===== src/rtl/tli_pkg.sv =====
`timescale 1ns / 1ps
// Shared types and constants for the table linear interpolator.
package tli_pkg;

	localparam int TABLE_DEPTH = 64;
	localparam int IDX_W = $clog2(TABLE_DEPTH);
	localparam int CNT_W = 7;
	localparam int DATA_W = 32;
	localparam int QBITS = 35;
	localparam int DCNT_W = $clog2(QBITS);

	localparam logic REQ_LOAD = 1'b0;
	localparam logic REQ_QUERY = 1'b1;

	typedef struct packed {
		logic req_type;
		logic [5:0] entry_index;
		logic signed [31:0] sample_x;
		logic signed [31:0] sample_y;
		logic signed [31:0] query_x;
	} tli_in_t;

	typedef struct packed {
		logic signed [31:0] interp_value;
		logic saturated;
	} tli_out_t;

	typedef enum logic [2:0] {
		RA_ZERO,
		RA_LAST,
		RA_MID,
		RA_A,
		RA_A1
	} raddr_sel_t;

	typedef struct packed {
		logic load_wr;
		logic start;
		raddr_sel_t raddr;
		logic seg_first;
		logic seg_last;
		logic seg_lo;
		logic srch_upd;
		logic cap_a;
		logic cap_a1;
		logic diff;
		logic mul;
		logic div_init;
		logic div_step;
		logic finish;
	} tli_cmd_t;

	typedef struct packed {
		logic x_le;
		logic x_ge;
		logic span_gt1;
		logic div_last;
		logic out_busy;
	} tli_sts_t;

endpackage


===== src/rtl/tli_ctrl.sv =====
`timescale 1ns / 1ps
// Controller state machine sequencing the search, multiply and divide.
module tli_ctrl (
	input  logic              clk,
	input  logic              arst_n,
	input  logic              req_valid,
	input  logic              req_type,
	output logic              req_stall,
	input  tli_pkg::tli_sts_t sts,
	output tli_pkg::tli_cmd_t cmd
);
	import tli_pkg::*;

	typedef enum logic [3:0] {
		S_IDLE,
		S_RD_FIRST,
		S_CK_FIRST,
		S_CK_LAST,
		S_SRCH,
		S_SRCH_CK,
		S_RD_A,
		S_RD_A1,
		S_CAP_A1,
		S_DIFF,
		S_MUL,
		S_DIV_INIT,
		S_DIV,
		S_DONE
	} state_t;

	state_t state_q, state_n;
	logic accept;

	assign req_stall = state_q != S_IDLE;
	assign accept = req_valid && !req_stall;

	always_comb begin
		cmd = '0;
		cmd.raddr = RA_ZERO;
		state_n = state_q;
		case (state_q)
			S_IDLE: begin
				if (accept && req_type == REQ_LOAD) begin
					cmd.load_wr = 1'b1;
				end
				if (accept && req_type == REQ_QUERY) begin
					cmd.start = 1'b1;
					state_n = S_RD_FIRST;
				end
			end
			S_RD_FIRST: begin
				cmd.raddr = RA_ZERO;
				state_n = S_CK_FIRST;
			end
			S_CK_FIRST: begin
				cmd.raddr = RA_LAST;
				if (sts.x_le) begin
					cmd.seg_first = 1'b1;
					state_n = S_RD_A;
				end else begin
					state_n = S_CK_LAST;
				end
			end
			S_CK_LAST: begin
				if (sts.x_ge) begin
					cmd.seg_last = 1'b1;
					state_n = S_RD_A;
				end else begin
					state_n = S_SRCH;
				end
			end
			S_SRCH: begin
				if (sts.span_gt1) begin
					cmd.raddr = RA_MID;
					state_n = S_SRCH_CK;
				end else begin
					cmd.seg_lo = 1'b1;
					state_n = S_RD_A;
				end
			end
			S_SRCH_CK: begin
				cmd.srch_upd = 1'b1;
				state_n = S_SRCH;
			end
			S_RD_A: begin
				cmd.raddr = RA_A;
				state_n = S_RD_A1;
			end
			S_RD_A1: begin
				cmd.raddr = RA_A1;
				cmd.cap_a = 1'b1;
				state_n = S_CAP_A1;
			end
			S_CAP_A1: begin
				cmd.cap_a1 = 1'b1;
				state_n = S_DIFF;
			end
			S_DIFF: begin
				cmd.diff = 1'b1;
				state_n = S_MUL;
			end
			S_MUL: begin
				cmd.mul = 1'b1;
				state_n = S_DIV_INIT;
			end
			S_DIV_INIT: begin
				cmd.div_init = 1'b1;
				state_n = S_DIV;
			end
			S_DIV: begin
				cmd.div_step = 1'b1;
				if (sts.div_last) begin
					state_n = S_DONE;
				end
			end
			S_DONE: begin
				if (!sts.out_busy) begin
					cmd.finish = 1'b1;
					state_n = S_IDLE;
				end
			end
			default: begin
				state_n = S_IDLE;
			end
		endcase
	end

	always_ff @(posedge clk or negedge arst_n) begin
		if (!arst_n) begin
			state_q <= S_IDLE;
		end else begin
			state_q <= state_n;
		end
	end

endmodule


===== config.mk =====
export PLATFORM = sky130hd
export DESIGN_NAME = tli_ctrl
export DESIGN_NICKNAME = d
export VERILOG_FILES = /design/src/rtl/tli_pkg.sv /design/src/rtl/tli_ctrl.sv
export SDC_FILE = /design/constraint.sdc
export NUM_CORES = 1
export LEC_CHECK = 0
export BUFFER_PORTS_ARGS = -buffer_cell sky130_fd_sc_hd__clkbuf_2
export CAP_MARGIN = 20
export CELL_PAD_IN_SITES_DETAIL_PLACEMENT = 1
export CELL_PAD_IN_SITES_GLOBAL_PLACEMENT = 1
export CORE_MARGIN = 3
export CORE_UTILIZATION = 24
export DETAILED_ROUTE_END_ITERATION = 7
export PLACE_DENSITY_LB_ADDON = 0.1
export SYNTH_ARGS = -nofsm -noshare
export SYNTH_HDL_FRONTEND = slang
export SYNTH_SLANG_ARGS = --single-unit

===== constraint.sdc =====
create_clock -name clk -period 1 [get_ports clk]
set_input_delay 0.05 -clock clk [delete_from_list [all_inputs] [get_ports clk]]
set_output_delay 0.05 -clock clk [all_outputs]
set_load 0.02 [all_outputs]

==> results of run 1 <==
==> metrics by stage <==
step / util (%) / cell area [um^2] / setup TNS [ps]
floorplan: - / 565.5 / -909.7
global placement: 54.04 / 870.8 / -3277
detailed placement: 54.04 / 870.8 / -3762
CTS: 68.71 / 1107 / -7612
==> kinds of logic after synthesis <==
logic type	synth area share (%)
compound gates	21.55
flops	22.99
simple gates	39.08
buf+inv	16.38
==> timing repair <==
| item | 4_1_cts |
|---|---|
| endpoints found under the setup margin | 21 |
| hold endpoints to repair | 4 |
| buffers inserted | 5 |
| gates cloned | 1 |
| hold buffers | 1 |
| gates resized for setup | 36 |
| pin swaps | 10 |
==> impl_metrics.env, run 1 <==
export IMPL_yosysTopAreaCellShare_pct=22.99
export IMPL_clock_sinks=4
export IMPL_synth_edf_count=0
export IMPL_yosysWarnings=0
export IMPL_antenna_found_initial=0
export IMPL_die_h_um=48.60
export IMPL_synthMostInstantiatedCell="nor2_1"
export IMPL_gp_congestion=0.7875
export IMPL_synthesis_area_um2=435.4
export IMPL_syn_inst=62
export IMPL_first_error="[ERROR DPL-0033] detailed placement checks failed during check placement."
export IMPL_num_rows=14
export IMPL_cts_root_buf="clkbuf_4"
export IMPL_port_buffers=25
export IMPL_synth_cell_types=23
export IMPL_initial_core_util_pct=27.02
export IMPL_cts_max_level=1
export IMPL_cts_made_buffers=3
export IMPL_ys_ff_latch=4
export IMPL_synth_commonest_cells="9 x nor2_1, 7 x a21oi_1, 7 x nand2_1"
export IMPL_endpoint_type="top-level output"
export IMPL_placed_cells=128
export IMPL_num_io_pins=26
export IMPL_stop_stage="global routing"
export IMPL_synth_nets=71
export IMPL_die_w_um=48.60
export IMPL_syn_avg_cell_area_um2=7.023
export IMPL_synth_main_ff_cell="dfrtp_1"
export IMPL_dp_slack_ps=-286.0
export IMPL_synthTopCellsByArea="dfrtp_1 23%, a21oi_1 8.0%, nor2_1 7.8%, nand2_1 6.0%, buf_4 5.2%"
export IMPL_yosysTopAreaCell="dfrtp_1"
export IMPL_clock_path_buffers=2
export IMPL_synth_seq_area_share_pct=22.99
export IMPL_hpwl_um=1517
export IMPL_grt_max_degree=9
export IMPL_async_flop_share_pct=100.0
export IMPL_status="stopped before the end"
export IMPL_grt_worst_endpoint="cmd[15]"
==> inputs of run 2 (changes only) <==
CELL_PAD_IN_SITES_DETAIL_PLACEMENT = default   (was 1)
CELL_PAD_IN_SITES_GLOBAL_PLACEMENT = default   (was 1)
CORE_AREA = 3 3 64 66   (was default)
CORE_MARGIN = default   (was 3)
CORE_UTILIZATION = default   (was 24)
DIE_AREA = 0 0 67 69   (was default)
PLACE_DENSITY_LB_ADDON = 0.15   (was 0.1)
clock period = 1.3 ns   (was 1 ns; I/O delays follow)
==> impl_metrics.env, run 2 <==
export IMPL_gp_congestion=0.8290
export IMPL_n_antenna_cell=0
export IMPL_crit_path_end_kind="primary output"
export IMPL_synth_nets=71
export IMPL_violations="negative setup slack"
export IMPL_synthTopCellsByArea="dfrtp_1 23%, a21oi_1 8.0%, nor2_1 7.8%, nand2_1 6.0%, buf_4 5.2%"
export IMPL_setup_ws_ps=-147.5
export IMPL_cts_root_buf="clkbuf_8"
export IMPL_cp_depth=3
export IMPL_path_class="flip-flop to primary output"
export IMPL_dp_slack_ps=-12.90
export IMPL_reg2reg_slack_ps=-40
export IMPL_wl_met3_um=86
export IMPL_synth_main_ff_cell="dfrtp_1"
export IMPL_status="complete, but fails checks"
export IMPL_drtIter0Drc=7
export IMPL_ys_ff_latch=4
export IMPL_synthesis_area_um2=435.4
export IMPL_final_common_cell="buf_4"
export IMPL_dr_pass1_iters=2
export IMPL_largest_reg_flops=4
export IMPL_num_io_pins=26
export IMPL_port_buffers=25
export IMPL_drt_total_wl_um=1840
export IMPL_num_rows=22
export IMPL_rsz0062_at_grt="true"
export IMPL_synth_cell_types=23
export IMPL_cap_violations=0
export IMPL_drive_gt1_share_pct=72.97
export IMPL_tns_ps=-1101
export IMPL_synth_compound_area_share_pct=21.55
export IMPL_yosysTopAreaCellShare_pct=22.99
export IMPL_relSlewSlack_pct=81.67
export IMPL_ir_drop_mv=0.6176
export IMPL_hp_class="input port to async pin"
export IMPL_synth_xor_area_share_pct=0
export IMPL_grt_overflow=0
export IMPL_hpwl_um=1371
export IMPL_vias_per_cell=4.006
export IMPL_switching_share_pct=46.34
export IMPL_synthAdderAreaFrac_pct=0
export IMPL_critPathMaxFanout=6
export IMPL_areaGrowthSynthToFinish_pct=145.7
export IMPL_grt_max_degree=9
export IMPL_p_per_area_mw_per_mm2=2486
export IMPL_antenna_found_initial=0
export IMPL_p_int_uw=1427
export IMPL_wirelength_met1_um=771
export IMPL_hold_viol=0
export IMPL_initial_core_util_pct=11.98
export IMPL_highest_layer="met4"
export IMPL_r2r_cells=4
export IMPL_cp_start_kind="flip-flop"
export IMPL_finalNetCount=122
export IMPL_crit_family="simple AND/OR/NAND/NOR gates"
export IMPL_tightest_slew_ps=271.4
export IMPL_crit_arrival_ps=1380
export IMPL_wl_met2_um=945
export IMPL_cts_reportedPaths_clkPinSlew_ps=30
export IMPL_grt_pass1_wl_um=3042
export IMPL_die_h_um=69
export IMPL_synth_simple_area_share_pct=39.08
export IMPL_clock_skew_ps=2.435
export IMPL_r2r_start="state_q[3]"
export IMPL_pwr_share_comb_pct=76.0
export IMPL_p_leak_uw=0.0004750
export IMPL_finalPower_uw=2660
export IMPL_fin_crit_sh_pct=111.3
export IMPL_synth_commonest_cells="9 x nor2_1, 7 x a21oi_1, 7 x nand2_1"
export IMPL_grt_pass1_vias=666
export IMPL_reg_top3="state_q (4)"
export IMPL_max_flop_register="state_q"
export IMPL_yosysTopAreaCell="dfrtp_1"
export IMPL_track_usage_pct=8.445
export IMPL_instances_no_fill=159
export IMPL_syn_avg_cell_area_um2=7.023
export IMPL_placed_cell_area_um2=710.7
export IMPL_layout_common_cells="19 x buf_4, 15 x buf_6, 8 x clkbuf_2, 7 x a21oi_1, 5 x nor2_1"
export IMPL_fin_crit_ps=1447
export IMPL_placed_cells=146
export IMPL_yosysWarnings=0
export IMPL_synth_top_family_by_area="simple AND/OR/NAND/NOR gates"
export IMPL_clock_path_buffers=2
export IMPL_cts_max_level=1
export IMPL_synth_edf_count=0
export IMPL_vias=637
export IMPL_synth_area_mux_share_pct=0
export IMPL_clock_sinks=4
export IMPL_cp_required_ps=1240
export IMPL_die_w_um=67
export IMPL_syn_inst=62
export IMPL_floorplan_die_area_mm2=0.004623
export IMPL_cpPeakStageDelay_ps=470
export IMPL_clkPwrFrac_pct=9.9
export IMPL_crit_chain="nor4_4 -> and3_1 -> clkbuf_8"
export IMPL_critPathBufInv=1
export IMPL_cts_tree="yes"
export IMPL_wl_per_cell_um=11.57
export IMPL_async_flop_share_pct=100.0
export IMPL_crit_start="state_q[2]"
export IMPL_clock_fmax_mhz=690.9
export IMPL_fp_coreArea_mm2=0.003633
export IMPL_synthMostInstantiatedCell="nor2_1"
export IMPL_ant_nets=0
export IMPL_drc=0
export IMPL_p_sw_uw=1233
export IMPL_design_area_mm2=0.001070
export IMPL_setup_viol=16
export IMPL_synth_seq_area_share_pct=22.99
export IMPL_seq_power_share_pct=14.1
export IMPL_slowest_stage="dfrtp_2"
export IMPL_maxSlewViolCount=0
export IMPL_cts_made_buffers=3
export IMPL_clk_latency_ps=220
-- run 2: worst paths after layout --
kind                               to
setup reg to reg           state_q[0]
hold reg to reg            state_q[0]
setup / recovery              cmd[14]
hold / removal             state_q[3]
max in group asynchronous  state_q[0]
min in group clk           state_q[0]
-- run 2: kinds of logic (layout without fill, tap and decap cells) --
kind of cell    count (synthesis)  after routing
simple gates                   30             30
flops                           4              4
compound gates                 16             16
buf+inv                        12             61
-- run 2: power by group through the flow --
| stage | clock network (uW) | registers, uW | logic [uW] |
|---|---|---|---|
| after floorplan | 0 | 262 | 829 |
| after global placement | 0 | 343 | 1300 |
| after detailed placement | 0 | 330 | 1280 |
| after CTS | 272 | 361 | 1540 |
| after global routing | 285 | 392 | 2190 |
| final | 265 | 374 | 2020 |
-- run 2: layer usage --
| metal | up-vias | track usage [%] |
|---|---|---|
| li1 | 315 | - |
| met1 | 302 | 10.46 |
| met2 | 16 | 13.10 |
| met3 | 4 | 1.792 |
| met4 | 0 | 4.955 |
| met5 | - | 0 |
-- run 2: layout make-up --
type / instances / area [um^2]
Fill cell: 395 / 2564
Timing Repair Buffer: 51 / 440.4
Multi-Input combinational cell: 46 / 394.1
Sequential cell: 4 / 105.1
Tap cell: 48 / 60.06
Clock buffer: 3 / 41.29
Inverter: 7 / 28.78
-- run 2: worst register-to-register path, stage by stage, from the launching register on --
cell     delay, ps
dfrtp_2        470
buf_4          170
nand2_1        190
a21oi_1         70
o41ai_1        310
-- run 2: timing repair --
action                                  CTS  global route
endpoints found under the hold margin     4             0
gates resized for setup                  35            43
pin swaps                                 3             3
cloned                                    0             0
setup buffers                             3             7
endpoints found under the setup margin   18            19
hold buffers                              1             0
-- run 2: stage by stage --
step	hold WS [ps]	util [%]
after detailed placement	-121.4	19.56
after floorplan	-230.6	-
after CTS	186.0	24.55
after global placement	-121.5	19.56
after global routing	218.3	29.44
final	189.5	29.44
No activity file was read; power rests on OpenSTA's default activity.
==> inputs of run 3 (changes only) <==
SETUP_SLACK_MARGIN = 0.1   (was default)
==> impl_metrics.env, run 3 (same netlist as run 2, synthesis figures left out) <==
export IMPL_status="complete, but fails checks"
export IMPL_violations="negative setup slack"
export IMPL_critPathMaxFanout=5
export IMPL_cts_root_buf="clkbuf_8"
export IMPL_seq_area_um2=105.1
export IMPL_grt_pass1_wl_um=3084
export IMPL_critPathBufInv=3
export IMPL_reg2reg_slack_ps=-20
export IMPL_gp_congestion=0.7343
export IMPL_layout_common_cells="16 x buf_6, 15 x buf_4, 11 x clkbuf_2"
export IMPL_crit_family="buffers and inverters"
export IMPL_fillCellCount=388
export IMPL_p_per_area_mw_per_mm2=2554
export IMPL_fp_coreArea_mm2=0.003633
export IMPL_vias=619
export IMPL_dr_pass1_iters=3
export IMPL_areaGrowthSynthToFinish_pct=161.8
export IMPL_clock_skew_ps=5.698
export IMPL_reg2reg_to="state_q[0]"
export IMPL_clk_latency_ps=220
export IMPL_die_w_um=67
export IMPL_drtIter0Drc=5
export IMPL_setup_viol=15
export IMPL_cts_tree="yes"
export IMPL_path_class="flip-flop to primary output"
export IMPL_r2r_start="state_q[1]"
export IMPL_design_area_mm2=0.001140
export IMPL_ant_nets=0
export IMPL_multi_input_area_um2=416.7
export IMPL_track_usage_pct=8.898
export IMPL_setup_ws_ps=-125.2
export IMPL_hp_class="input port to async pin"
export IMPL_vias_per_cell=3.869
export IMPL_grt_overflow=0
export IMPL_slowest_stage="dfrtp_2"
export IMPL_cpMostUsedCell="buf_6"
export IMPL_n_antenna_cell=0
export IMPL_max_flop_register="state_q"
export IMPL_fin_crit_ps=1425
export IMPL_crit_chain="buf_6 -> buf_6 -> nor4_4 -> clkbuf_4"
export IMPL_fin_util_pct=31.37
export IMPL_cts_reportedPaths_clkPinSlew_ps=30
export IMPL_grt_max_degree=9
export IMPL_num_rows=22
export IMPL_floorplan_die_area_mm2=0.004623
export IMPL_cp_required_ps=1240
export IMPL_relSlewSlack_pct=82.60
export IMPL_ir_drop_mv=0.6755
export IMPL_cts_max_level=1
export IMPL_port_buffers=25
export IMPL_cp_start_kind="flip-flop"
export IMPL_whs_ps=202.1
export IMPL_drt_total_wl_um=1954
export IMPL_final_common_cell="buf_6"
export IMPL_grt_pass1_vias=682
export IMPL_rsz0062_at_grt="true"
export IMPL_hold_viol=0
export IMPL_finalNetCount=123
export IMPL_drive_gt1_share_pct=76.79
export IMPL_hpwl_um=1382
export IMPL_initial_core_util_pct=11.98
export IMPL_reg_top3="state_q (4)"
export IMPL_placed_cell_area_um2=710.7
export IMPL_wl_per_cell_um=12.21
export IMPL_clock_path_buffers=2
export IMPL_clock_fmax_mhz=701.7
export IMPL_antenna_found_initial=0
export IMPL_tightest_slew_ps=256.9
export IMPL_crit_arrival_ps=1360
export IMPL_drc=0
export IMPL_clock_sinks=4
export IMPL_fin_crit_sh_pct=109.6
export IMPL_r2r_cells=6
export IMPL_p_leak_uw=0.0004851
export IMPL_cap_violations=0
export IMPL_maxSlewViolCount=0
export IMPL_cpPeakStageDelay_ps=440
export IMPL_cts_made_buffers=3
export IMPL_num_io_pins=26
export IMPL_die_h_um=69
export IMPL_crit_path_end_kind="primary output"
export IMPL_largest_reg_flops=4
==> run 3: cell types whose count changed in the layout (fill, tap and decap cells not counted), moves of 3 or more <==
cell | previous run | this run
buf_4 | 19 | 15
clkbuf_2 | 8 | 11
nand2_4 | 4 | 1
nor2_2 | 1 | 4
==> run 3: worst max-delay path by stage <==
stage                             to  startpoint  slack [ps]  depth (start not counted)
final                         cmd[8]  state_q[0]        -130                          4
after global routing         cmd[14]  state_q[2]        -190                          3
after CTS                    cmd[14]  state_q[2]        -130                          3
after detailed placement  state_q[0]  state_q[1]         -40                          4
after global placement    state_q[0]  state_q[2]         -10                          4
after floorplan              cmd[13]  state_q[3]          50                          5
==> run 3: worst reg2reg max path, stage by stage, from the launching register on <==
cell	delay, ps
dfrtp_2	420
buf_12	140
buf_8	120
inv_8	60
nand2_8	60
or3_1	360
o41ai_2	60
==> run 3: metrics by stage <==
step           power [uW]  TNS [ps]  std cells  setup WS [ps]
6_report             2911     -1110        160         -125.2
5_1_grt              3095     -2033        160         -194.9
4_1_cts              2465     -1151        157         -128.3
3_5_place_dp         1611    -43.52        145         -43.52
3_3_place_gp         1614    -13.57        145         -13.57
2_1_floorplan        1104         0         62          46.48
==> run 3: per-layer routing <==
metal	up-vias	track usage (%)	part of all wire, %
met3	2	3.257	4.2
met2	14	15.72	55
met1	291	9.467	41
li1	312	-	-
met5	-	0	0
met4	0	2.928	0.31
==> run 3: final cells by class <==
class                      instances  area share, %
timing repair buffer              52          42.15
multi-input combinational         46          36.55
sequential                         4          9.221
tap                               48          5.269
clock buffer                       3          3.622
inverter                           7          3.183
==> run 3: power breakdown <==
group / internal, uW / total, uW / switching, uW
logic: 1190 / 2320 / 1130
registers: 200 / 333 / 133
clock network: 197 / 261 / 63.5
total: 1590 / 2910 / 1320
==> run 3: what timing repair did <==
item	4_1_cts	5_1_grt
gates cloned	0	0
hold buffers	1	0
endpoints found under the hold margin	4	0
pin swaps	2	6
buffers inserted	8	3
gates resized for setup	40	46
endpoints found under the setup margin	21	21
==> inputs of run 4 (changes only) <==
clock period = 1.4 ns   (was 1.3 ns; I/O delays follow)
==> impl_metrics.env, run 4 (same netlist as run 2, synthesis figures left out) <==
export IMPL_drive_gt1_share_pct=75.65
export IMPL_die_w_um=67
export IMPL_clock_path_buffers=2
export IMPL_floorplan_die_area_mm2=0.004623
export IMPL_wl_per_cell_um=12.12
export IMPL_cts_reportedPaths_clkPinSlew_ps=30
export IMPL_fin_crit_sh_pct=102.7
export IMPL_clkPwrFrac_pct=8.7
export IMPL_track_usage_pct=8.469
export IMPL_cp_required_ps=1330
export IMPL_clk_latency_ps=210
export IMPL_finalPower_uw=2755
export IMPL_cap_violations=0
export IMPL_grt_pass1_vias=680
export IMPL_hp_class="input port to async pin"
export IMPL_reg_top3="state_q (4)"
export IMPL_p_per_area_mw_per_mm2=2368
export IMPL_final_common_cell="buf_4"
export IMPL_vias=655
export IMPL_max_flop_register="state_q"
export IMPL_instances_no_fill=163
export IMPL_initial_core_util_pct=11.98
export IMPL_clock_fmax_mhz=695.7
export IMPL_r2r_start="state_q[1]"
export IMPL_r2r_cells=6
export IMPL_gp_congestion=0.8340
export IMPL_grt_overflow=0
export IMPL_violations="negative setup slack"
export IMPL_areaGrowthSynthToFinish_pct=167.2
export IMPL_setup_viol=2
export IMPL_crit_path_end_kind="primary output"
export IMPL_dr_pass1_iters=4
export IMPL_drc=0
export IMPL_p_leak_uw=0.0005058
export IMPL_die_h_um=69
export IMPL_dp_slack_ps=75.04
export IMPL_p_sw_uw=1254
export IMPL_finalNetCount=126
export IMPL_design_area_mm2=0.001164
export IMPL_setup_ws_ps=-37.33
export IMPL_grt_max_degree=7
export IMPL_ir_drop_mv=0.7095
export IMPL_placed_cell_area_um2=670.6
export IMPL_n_antenna_cell=0
export IMPL_seq_power_share_pct=10.4
export IMPL_port_buffers=25
export IMPL_grt_pass1_wl_um=3015
export IMPL_cts_max_level=1
export IMPL_clock_sinks=4
export IMPL_status="complete, but fails checks"
export IMPL_placed_cells=140
export IMPL_rsz0062_at_grt="true"
export IMPL_clock_skew_ps=1.002
export IMPL_cts_tree="yes"
export IMPL_path_class="flip-flop to primary output"
export IMPL_drtIter0Drc=10
export IMPL_fin_crit_ps=1437
export IMPL_cp_start_kind="flip-flop"
export IMPL_layout_common_cells="25 x buf_4, 15 x buf_6, 8 x clkbuf_2, 6 x a21oi_1, 5 x nor2_4"
export IMPL_cts_made_buffers=3
export IMPL_cts_root_buf="clkbuf_8"
export IMPL_critPathMaxFanout=3
export IMPL_antenna_found_initial=0
export IMPL_switching_share_pct=45.53
export IMPL_pwr_share_comb_pct=80.9
export IMPL_hpwl_um=1283
export IMPL_reg2reg_to="state_q[0]"
export IMPL_ant_nets=0
export IMPL_crit_arrival_ps=1370
export IMPL_drt_total_wl_um=1976
export IMPL_hold_viol=0
export IMPL_p_int_uw=1501
export IMPL_fin_util_pct=32.02
export IMPL_num_rows=22
export IMPL_num_io_pins=26
export IMPL_tightest_slew_ps=260.8
export IMPL_largest_reg_flops=4
export IMPL_vias_per_cell=4.018
export IMPL_fp_coreArea_mm2=0.003633
export IMPL_maxSlewViolCount=0
export IMPL_relSlewSlack_pct=82.39
export IMPL_reg2reg_slack_ps=30
[run 4: cell type report]
cell class | instances | area [um^2]
tap | 48 | 60.06
fill | 412 | 2470
sequential | 4 | 105.1
inverter | 7 | 41.29
timing repair buffer | 55 | 498.0
clock buffer | 3 | 41.29
multi-input combinational | 46 | 417.9
[run 4: timing repair]
item,4_1_cts,5_1_grt
gates resized for setup,31,61
endpoints found under the setup margin,18,18
pin swaps,6,7
hold endpoints to repair,4,0
hold buffers,1,0
buffers inserted,12,7
[run 4: how the worst max path moves through the flow]
stage	start	cells past startpoint	endpoint	slack, ps
CTS	state_q[2]	3	cmd[14]	-20
detailed placement	state_q[1]	4	state_q[0]	80
floorplan	state_q[3]	5	cmd[13]	140
global route	state_q[3]	3	cmd[14]	-80
finish	state_q[1]	4	cmd[14]	-40
global placement	state_q[2]	4	cmd[5]	80
[run 4: metrics by stage]
stage | TNS, ps | hold slack, ps
after CTS | -36.68 | 200.9
after detailed placement | 0 | -116.1
after global routing | -397.6 | 233.5
after floorplan | 0 | -225.6
final | -39.22 | 210.5
after global placement | 0 | -113.3
[run 4: power groups by stage]
| stage | Clock (uW) | Sequential [uW] | Combinational, uW |
|---|---|---|---|
| global route | 257 | 297 | 2380 |
| floorplan | 0 | 244 | 780 |
| finish | 239 | 287 | 2230 |
| CTS | 244 | 287 | 1560 |
| detailed placement | 0 | 343 | 1050 |
| global placement | 0 | 343 | 1070 |
[run 4: worst max-delay path, stage by stage, from the launching register on]
cell      delay, ps
dfrtp_2         400
buf_6           130
nor4_4          260
and3_1          210
clkbuf_8        140
[run 4: layer usage]
layer	track usage, %	vias up	part of all wire [%]
met2	13.65	22	53
li1	-	316	-
met1	9.843	313	40
met3	2.769	4	5.4
met4	4.054	0	1.7
met5	0	-	0
